`src/rtl/bbc_pkg.sv`:
```
// bbc_pkg: shared types, codes and the byte classifier of the bracket balance checker
// no dependencies
`default_nettype none

package bbc_pkg;

  localparam int StackDepthDefault    = 64;
  localparam int PositionWidthDefault = 16;
  localparam int OutPosWidth          = 16;

  localparam logic [7:0] CharOpenBrace    = 8'h7B;
  localparam logic [7:0] CharOpenParen    = 8'h28;
  localparam logic [7:0] CharOpenBracket  = 8'h5B;
  localparam logic [7:0] CharCloseBrace   = 8'h7D;
  localparam logic [7:0] CharCloseParen   = 8'h29;
  localparam logic [7:0] CharCloseBracket = 8'h5D;

  localparam logic [1:0] CodeBrace   = 2'd0;
  localparam logic [1:0] CodeParen   = 2'd1;
  localparam logic [1:0] CodeBracket = 2'd2;
  localparam logic [1:0] CodeNone    = 2'd3;

  localparam logic [1:0] VerdictBalanced = 2'd0;
  localparam logic [1:0] VerdictMismatch = 2'd1;
  localparam logic [1:0] VerdictUnclosed = 2'd2;
  localparam logic [1:0] VerdictOverflow = 2'd3;

  typedef struct packed {
    logic       is_open;
    logic [1:0] code;
  } sym_class_t;

  typedef struct packed {
    logic [1:0]             verdict;
    logic [OutPosWidth-1:0] fail_position;
  } result_t;

  function automatic sym_class_t classify(input logic [7:0] sym);
    sym_class_t c;
    c.is_open = 1'b0;
    c.code    = CodeNone;
    case (sym)
      CharOpenBrace: begin
        c.is_open = 1'b1;
        c.code    = CodeBrace;
      end
      CharOpenParen: begin
        c.is_open = 1'b1;
        c.code    = CodeParen;
      end
      CharOpenBracket: begin
        c.is_open = 1'b1;
        c.code    = CodeBracket;
      end
      CharCloseBrace:   c.code = CodeBrace;
      CharCloseParen:   c.code = CodeParen;
      CharCloseBracket: c.code = CodeBracket;
      default:          c.code = CodeNone;
    endcase
    return c;
  endfunction

endpackage

`default_nettype wire

```
`src/rtl/bbc_stack_mem.sv`:
```
// bbc_stack_mem: closer code stack storage, one write port and one registered read port
// no dependencies
`default_nettype none

module bbc_stack_mem #(
  parameter int Depth = 64,
  parameter int AddrWidth = 6
) (
  input  wire logic                 clk,
  input  wire logic                 we,
  input  wire logic [AddrWidth-1:0] waddr,
  input  wire logic [1:0]           wdata,
  input  wire logic [AddrWidth-1:0] raddr,
  output logic      [1:0]           rdata
);

  logic [1:0] mem [Depth];

  always_ff @(posedge clk) begin
    if (we) begin
      mem[waddr] <= wdata;
    end
  end

  always_ff @(posedge clk) begin
    rdata <= mem[raddr];
  end

endmodule

`default_nettype wire

```
`src/rtl/bbc_core.sv`:
```
// bbc_core: per-byte stack control, position tracking and first-failure capture
// depends on bbc_pkg and bbc_stack_mem
`default_nettype none

module bbc_core #(
  parameter int StackDepth = bbc_pkg::StackDepthDefault,
  parameter int PositionWidth = bbc_pkg::PositionWidthDefault
) (
  input  wire logic            clk,
  input  wire logic            rst,
  input  wire logic            acc,
  input  wire logic [7:0]      symbol,
  input  wire logic            last_symbol,
  output logic                 res_valid,
  output bbc_pkg::result_t     res
);

  localparam int AddrWidth  = (StackDepth > 1) ? $clog2(StackDepth) : 1;
  localparam int CountWidth = $clog2(StackDepth + 1);

  logic [CountWidth-1:0]    count, count_next;
  logic [1:0]               top, top_next;
  logic [PositionWidth-1:0] pos, pos_next, pos_inc;
  logic                     fail_seen, fail_seen_next;
  logic [1:0]               fail_kind, fail_kind_next;
  logic [PositionWidth-1:0] fail_index, fail_index_next;

  logic                     we;
  logic [AddrWidth-1:0]     waddr, raddr;
  logic [1:0]               below;
  logic [CountWidth-1:0]    count_m2;
  bbc_pkg::sym_class_t      cls;
  logic [31:0]              pos_ext;
  logic [PositionWidth-1:0] res_pos;
  logic [1:0]               res_verdict;
  logic [15:0]              res_fail_pos;
  logic                     push_ok;

  bbc_stack_mem #(
    .Depth(StackDepth),
    .AddrWidth(AddrWidth)
  ) u_mem (
    .clk(clk),
    .we(we),
    .waddr(waddr),
    .wdata(cls.code),
    .raddr(raddr),
    .rdata(below)
  );

  assign cls     = bbc_pkg::classify(symbol);
  assign pos_inc = (pos == {PositionWidth{1'b1}}) ? pos : pos + 1'b1;
  assign waddr   = count[AddrWidth-1:0];
  assign push_ok = acc && !fail_seen && cls.is_open && (count < CountWidth'(StackDepth));
  assign we      = push_ok;

  // address of the entry below the top after this cycle's update
  assign count_m2 = count_next - CountWidth'(2);
  assign raddr    = count_m2[AddrWidth-1:0];

  always_comb begin
    count_next      = count;
    top_next        = top;
    pos_next        = pos;
    fail_seen_next  = fail_seen;
    fail_kind_next  = fail_kind;
    fail_index_next = fail_index;
    res_valid       = 1'b0;
    res_pos         = '0;
    res_verdict     = bbc_pkg::VerdictBalanced;
    if (acc) begin
      if (!fail_seen) begin
        if (cls.is_open) begin
          if (push_ok) begin
            count_next = count + 1'b1;
            top_next   = cls.code;
          end else begin
            fail_seen_next  = 1'b1;
            fail_kind_next  = bbc_pkg::VerdictOverflow;
            fail_index_next = pos;
          end
        end else if ((count != '0) && (cls.code == top)) begin
          count_next = count - 1'b1;
          top_next   = below;
        end else begin
          fail_seen_next  = 1'b1;
          fail_kind_next  = bbc_pkg::VerdictMismatch;
          fail_index_next = pos;
        end
      end
      if (!last_symbol) begin
        pos_next = pos_inc;
      end else begin
        res_valid = 1'b1;
        if (fail_seen_next) begin
          res_verdict = fail_kind_next;
          res_pos     = fail_index_next;
        end else if (count_next != '0) begin
          res_verdict = bbc_pkg::VerdictUnclosed;
          res_pos     = pos_inc;
        end
        count_next      = '0;
        pos_next        = '0;
        fail_seen_next  = 1'b0;
        fail_kind_next  = bbc_pkg::VerdictBalanced;
        fail_index_next = '0;
      end
    end
  end

  assign pos_ext      = 32'(res_pos);
  assign res_fail_pos = (pos_ext > 32'h0000_FFFF) ? 16'hFFFF : pos_ext[15:0];
  assign res          = {res_verdict, res_fail_pos};

  always_ff @(posedge clk) begin
    if (rst) begin
      count      <= '0;
      pos        <= '0;
      fail_seen  <= 1'b0;
      fail_kind  <= bbc_pkg::VerdictBalanced;
      fail_index <= '0;
    end else begin
      count      <= count_next;
      pos        <= pos_next;
      fail_seen  <= fail_seen_next;
      fail_kind  <= fail_kind_next;
      fail_index <= fail_index_next;
    end
  end

  always_ff @(posedge clk) begin
    top <= top_next;
  end

  a_count_bound: assert property (@(posedge clk) disable iff (rst)
    count <= CountWidth'(StackDepth))
    else $error("stack count beyond depth");

  a_push_grows: assert property (@(posedge clk) disable iff (rst)
    push_ok && !last_symbol |=> (count == $past(count) + 1'b1) && (top == $past(cls.code)))
    else $error("push did not grow the stack");

  a_fail_sticky: assert property (@(posedge clk) disable iff (rst)
    fail_seen && !(acc && last_symbol) |=> fail_seen && $stable(fail_index) && $stable(count))
    else $error("failure state changed before end of string");

  a_fail_clears: assert property (@(posedge clk) disable iff (rst)
    acc && last_symbol |=> !fail_seen && (count == '0) && (pos == '0))
    else $error("state not cleared after verdict");

endmodule

`default_nettype wire
```
`config.mk`:
```
export PLATFORM = sky130hd
export DESIGN_NAME = bbc_core
export DESIGN_NICKNAME = d
export VERILOG_FILES = /design/src/rtl/bbc_pkg.sv /design/src/rtl/bbc_stack_mem.sv /design/src/rtl/bbc_core.sv
export SDC_FILE = /design/constraint.sdc
export NUM_CORES = 1
export LEC_CHECK = 0
export ABC_AREA = 1
export BUFFER_PORTS_ARGS = -buffer_cell sky130_fd_sc_hd__clkbuf_2
export CAP_MARGIN = 25
export CORE_MARGIN = 3
export CORE_UTILIZATION = 25
export DETAILED_ROUTE_END_ITERATION = 10
export PLACE_DENSITY = 0.46
export SLEW_MARGIN = 20
export SYNTH_ARGS = -nofsm -noshare
export SYNTH_HDL_FRONTEND = slang
export SYNTH_HIERARCHICAL = 1
export SYNTH_SLANG_ARGS = --single-unit
```
`constraint.sdc`:
```
create_clock -name clk -period 4 [get_ports clk]
set_input_delay 0.2 -clock clk [delete_from_list [all_inputs] [get_ports clk]]
set_output_delay 0.2 -clock clk [all_outputs]
set_load 0.03 [all_outputs]
```
=== Yosys cells after proc, flatten, opt, wreduce, memory -nomap -nowiden ===
Memory sizes are Yosys's and may differ from the RTL's. A register that Yosys moved wholly into a read port is not among the register bits.
Cells that the tools add are included.

* Output and inout port bits: 19
* RAM bits: 128
* Register bits: 44
* Memories: 1
* Input port bits: 12

* Add/subtract/negate cells: 4
* Bitwise logic cells: 1
* Equal/unequal tests: 9
* Multiplexer cells: 43
* Magnitude comparators: 2
* Reductions and logical operators: 13

{| class="wikitable"
|+ Memories
! name !! words !! width !! rd ports !! clocked after Yosys merged registers in !! wr ports !! line !! source
|-
| u_mem.mem || 64 || 2 || 1 || 1 || 1 || bbc_stack_mem.sv:17 || <nowiki>logic [1:0] mem [Depth];</nowiki>
|}

{| class="wikitable"
|+ Operator list
! operator !! number
|-
| 2-to-1 mux 16 bit || 12
|-
| 2-to-1 mux 7 bit || 7
|-
| == test 8 x 7 -> 1 bit, second input constant || 4
|-
| 2-to-1 mux 2 bit || 12
|-
| adder 16 x 1 -> 16 bit, second input constant || 1
|-
| == test 16 bit, second input constant || 1
|-
| == test 8 x 6 -> 1 bit, second input constant || 2
|-
| greater-than comparator 16 bit, second input constant || 1
|-
| nonzero test 7 bit || 2
|-
| 2-to-1 mux 1 bit || 11
|-
| adder 7 x 1 -> 7 bit, second input constant || 1
|-
| less-than comparator 7 bit, second input constant || 1
|-
| subtractor 7 x 1 -> 7 bit, second input constant || 1
|-
| one-hot mux 2 bit (3 select lines) || 1
|-
| OR reduction 2 bit || 3
|-
| subtractor 6 x 2 -> 6 bit, second input constant || 1
|-
| logical AND 1 bit || 4
|-
| AND reduction 4 bit || 1
|-
| OR reduction 3 bit || 1
|-
| == test 2 bit || 1
|-
| inequality test 2 x 1 -> 1 bit, second input constant || 1
|-
| nonzero test 2 bit || 1
|-
| logical NOT 1 bit || 1
|-
| NOT 1 bit || 1
|}

=== Longest topological paths before layout ===
* Word-level depth: 16
* Depth in mapped cells: 28
* Depth with buffers taken out: 26

=== Cells and area by module ===
Netlist, hierarchy kept.

{| class="wikitable"
|+ Modules (own cells, without submodules)
! module !! area an instance (µm²) !! instances !! cells an instance
|-
| bbc_stack_mem || 5614.1 || 1 || 520
|-
| bbc_core || 3130.5 || 1 || 516
|}

=== Worst setup path after synthesis ===
No wires, ideal clock.

* Path kind: in2reg
* Start: input symbol[7]
* End: register u_mem.rdata[1], read port of u_mem.mem
* Library setup time: 0.113 ns
* Slack: 0.820 ns
* Stages: 27
* Data arrival time: 3.067 ns
* Path buffers: 2
* Cell sequence: inv_1 > nand2_1 > nor2_2 > nand2_1 > nand2_1 > nand2_1 > nor2_4 > nand2_2 > nand2_1 > nand2_1 > nand2_1 > nand2_1 > nand2_1 > nand3_1 > nand2_1 > inv_1 > ha_1 > inv_1 > buf_2 > inv_1 > buf_4 > nand3_1 > nand2_1 > nand2_1 > nand3_1 > nand3_1 > nand2_1

{| class="wikitable"
|+ RTL lines
! what !! line !! source
|-
| start: declaration || bbc_core.sv:12 || <nowiki>input wire logic [7:0] symbol,</nowiki>
|-
| end: declaration || bbc_stack_mem.sv:14 || <nowiki>output logic [1:0] rdata</nowiki>
|}

==> impl_metrics.csv <==
group,metric,value,unit
run_status,status,"complete, no violations",
grt,grt_start_max_net_pins,65,
clock_tree,numClockSinks,174,
worst_hold_path,hold_path.class,"in -> reg",
timing,period_share,83.3,%
worst_setup_path,cp.required,3800,ps
clock_tree,clkLatencyLatePin,430,ps
clock_tree,cts_tree,"yes",
synthesis,synthMuxAreaShare,0.572,%
synthesis,synth_warnings,6,
routing,routedWlPerCell,15.5,um
worst_hold_path,hold_start,"last_symbol",
die,dieHeight,193,um
timing,fmax,0.300,GHz
routing,drc_errors,0,
timing,setup_viol,0,
synthesis,synthArstFlopShare,0,%
timing,finalCriticalPeriod,3330,ps
synthesis,ys_types,37,
synthesis,synth-compound-area-share,6.11,%
clock_tree,htree_levels,4,
layout,antenna_cells,0,
timing,fin_tns_setup,0,ps
worst_setup_path,crit_path_end_kind,"primary output",
routing,vias,6957,
worst_setup_path,worstSetupStartpointType,"flop",
timing,worstMarginPinSlew,986,ps
die,die_w,193,um
synthesis,synth_commonest_cells,"nand2_1 (318), nand3_1 (137), edfxtp_1 (130)",
synthesis,synth-adder-area-share,0.715,%
worst_setup_path,cp.arrival,3130,ps
worst_setup_path,regToRegStartpoint,"count[2]",
worst_setup_path,path_max_fanout,23,
timing,rsz0062_at_grt,"false",
clock_tree,cts_hold_buf,0,
synthesis,synth_fp_nets,1053,
grt,first_global_vias,6720,
die,die-area,0.0373,sq mm
timing,max_slew_margin,34.3,%
timing,clock_skew,11.1,ps
synthesis,synth_area,0.00874,sq mm
worst_setup_path,worstSetupPathType,"reg -> out",
synthesis,synth-edff-count,130,
layout,drive_above_1_share,9.82,%
synthesis,synth_top_cell_by_area,"edfxtp_1",
timing,final-hold-violation-count,0,
clock_tree,cts_buffer_depth,2,
layout,post-route-util,28.9,%
synthesis,synth_cells,1036,
die,num_rows,67,
worst_hold_path,min_to,"fail_kind[1]",
worst_setup_path,r2r_slack,800,ps
routing,drt_iter0_drc,559,
power,powerDensity,376,mW/mm^2
clock_tree,cts_resized,0,
grt,overflow,0,
synthesis,ys_ff_latch,174,
synthesis,ys.flop_type,"edfxtp_1",
timing,report.final.slew_viol_count,0,
worst_setup_path,reg2regPathDepth,19,
grt,grt_antenna_before_repair,0,
grt,grt_pass1_wl,37.4,mm
routing,wirelength,23.4,mm
worst_setup_path,rr_endpoint,"u_mem/rdata[1]",
synthesis,syn_area_per_cell,8.44,sq um
die,initial_core_util,25.7,%
synthesis,synth-simple-area-share,30.3,%
placed_design,io_buffer_count,30,
power,p_leak,3.73,nW
synthesis,seq_area_frac_synth,54.7,%
routing,postRouteAntennaNets,0,
die,coreArea,0.0340,sq mm
worst_hold_path,hold_depth,4,
flow_run,drv_cap,0,
clock_tree,cts_inserted_buffers,17,
placed_design,dp_hpwl,15.0,mm
clock_tree,post-cts-setup-buffers,0,
synthesis,synth_most_common_cell,"nand2_1",
synthesis,netlist_top_cells_area,"edfxtp_1 (45%), nand2_1 (14%), dfxtp_1 (10%), nand3_1 (7.8%), nor2_1 (4.6%)",
layout,fin_nets,1065,
synthesis,synth_top_family_by_area,"simple AND/OR/NAND/NOR gates",
grt,grt_use_total,13.0,%
routing,drt-pass1-iter-count,5,
clock_tree,cts_root_buf,"clkbuf_16",
synthesis,netlist.area_leader.share,44.6,%
die,io_pins,31,
clock_tree,path_clk_slew,70,ps
synthesis,synth-xor-area-share,1.20,%
layout,area_growth,12.3,%
placed_design,gp_congestion,0.811,
routing,drt-vias-per-instance,4.62,
power,peakVddDrop,249,uV
## power by group
group / switching (mW) / internal, mW
sequential: 0.0106 / 1.93
clock: 0.717 / 0.858
combinational: 0.132 / 0.0471
## per-stage QoR
stage | power, mW | setup slack, ps | area [sq um] | std cells | hold WS [ps]
finish | 3.69 | 668 | 9820 | 1507 | 178
global route | 3.84 | 278 | 9820 | 1507 | 190
CTS | 3.74 | 627 | 9820 | 1507 | 163
detailed placement | 2.16 | 821 | 9280 | 1477 | 455
global placement | 2.16 | 815 | 9280 | 1477 | 452
floorplan | 2.10 | 820 | 8740 | 1036 | 442
## flip-flops by register name (all words and copies together), names as in the netlist
register / count
top: 2
fail_seen: 1
u_mem/rdata: 2
count: 7
pos: 16
fail_index: 16
fail_kind: 2
u_mem/mem: 128
## logic make-up after synthesis
logic type / after synthesis
muxes: 5
DFF: 174
AOI/OAI and AO/OA: 99
buffers and inverters: 122
adders and majority gates: 5
xor gates and xnor gates: 12
and+or+nand+nor: 619
## layout make-up
type                       instances  area, sq um
inverter                          72          270
clock buffer                      18          429
tap                              448          561
clock inverter                    12          111
timing repair buffer              43          260
multi-input combinational        740         3410
sequential                       174         4780
fill                            3720        24200
## worst max-delay path by stage
stage | from | to | slack (ps) | cells past startpoint
detailed placement | count[2] | u_mem/rdata[0] | 820 | 22
floorplan | symbol[7] | u_mem/rdata[1] | 820 | 27
global route | count[2] | res[15] | 280 | 15
finish | count[2] | res[15] | 670 | 15
global placement | count[2] | u_mem/rdata[1] | 820 | 22
CTS | count[2] | res[15] | 630 | 15
## cells in the final DEF, fill, tap and decap left out, drive strengths merged, types with 2 or more instances in the layout
master,synthesis,routed
a21oi,54,54
clkinv,0,4
nor3,8,8
xnor2,2,2
nor4,9,9
buf,32,13
ha,5,5
nand4,15,15
clkinvlp,0,2
clkbuf,18,48
a2bb2oi,2,2
nand3,139,139
nor2,120,120
nand2,326,326
dfxtp,44,44
o22ai,5,5
o21ai,32,32
inv,72,77
xor2,10,10
mux2i,5,5
edfxtp,130,130
## worst max-delay path, cell delays in order, from the launching register on
cell      delay [ps]
dfxtp_1          690
nor2_1           130
nand2_1          120
nor3b_2           60
nor2_4           160
nand3_2          100
nand2_2          120
nand2_2           60
buf_4            230
nor2_1           140
nand2_1           90
nor2_1           110
nand2_1          110
nand2_2          280
nor2_1            80
clkbuf_2         190
## metal layers
layer | GRT usage, % | share of wire, % | up-vias
met5 | 0 | 0 | -
met4 | 3.37 | 1.3 | 0
met3 | 2.48 | 3.5 | 20
met2 | 21.9 | 48 | 121
met1 | 17.3 | 47 | 3322
li1 | - | - | 3494
(Power assumes the default switching activity.)
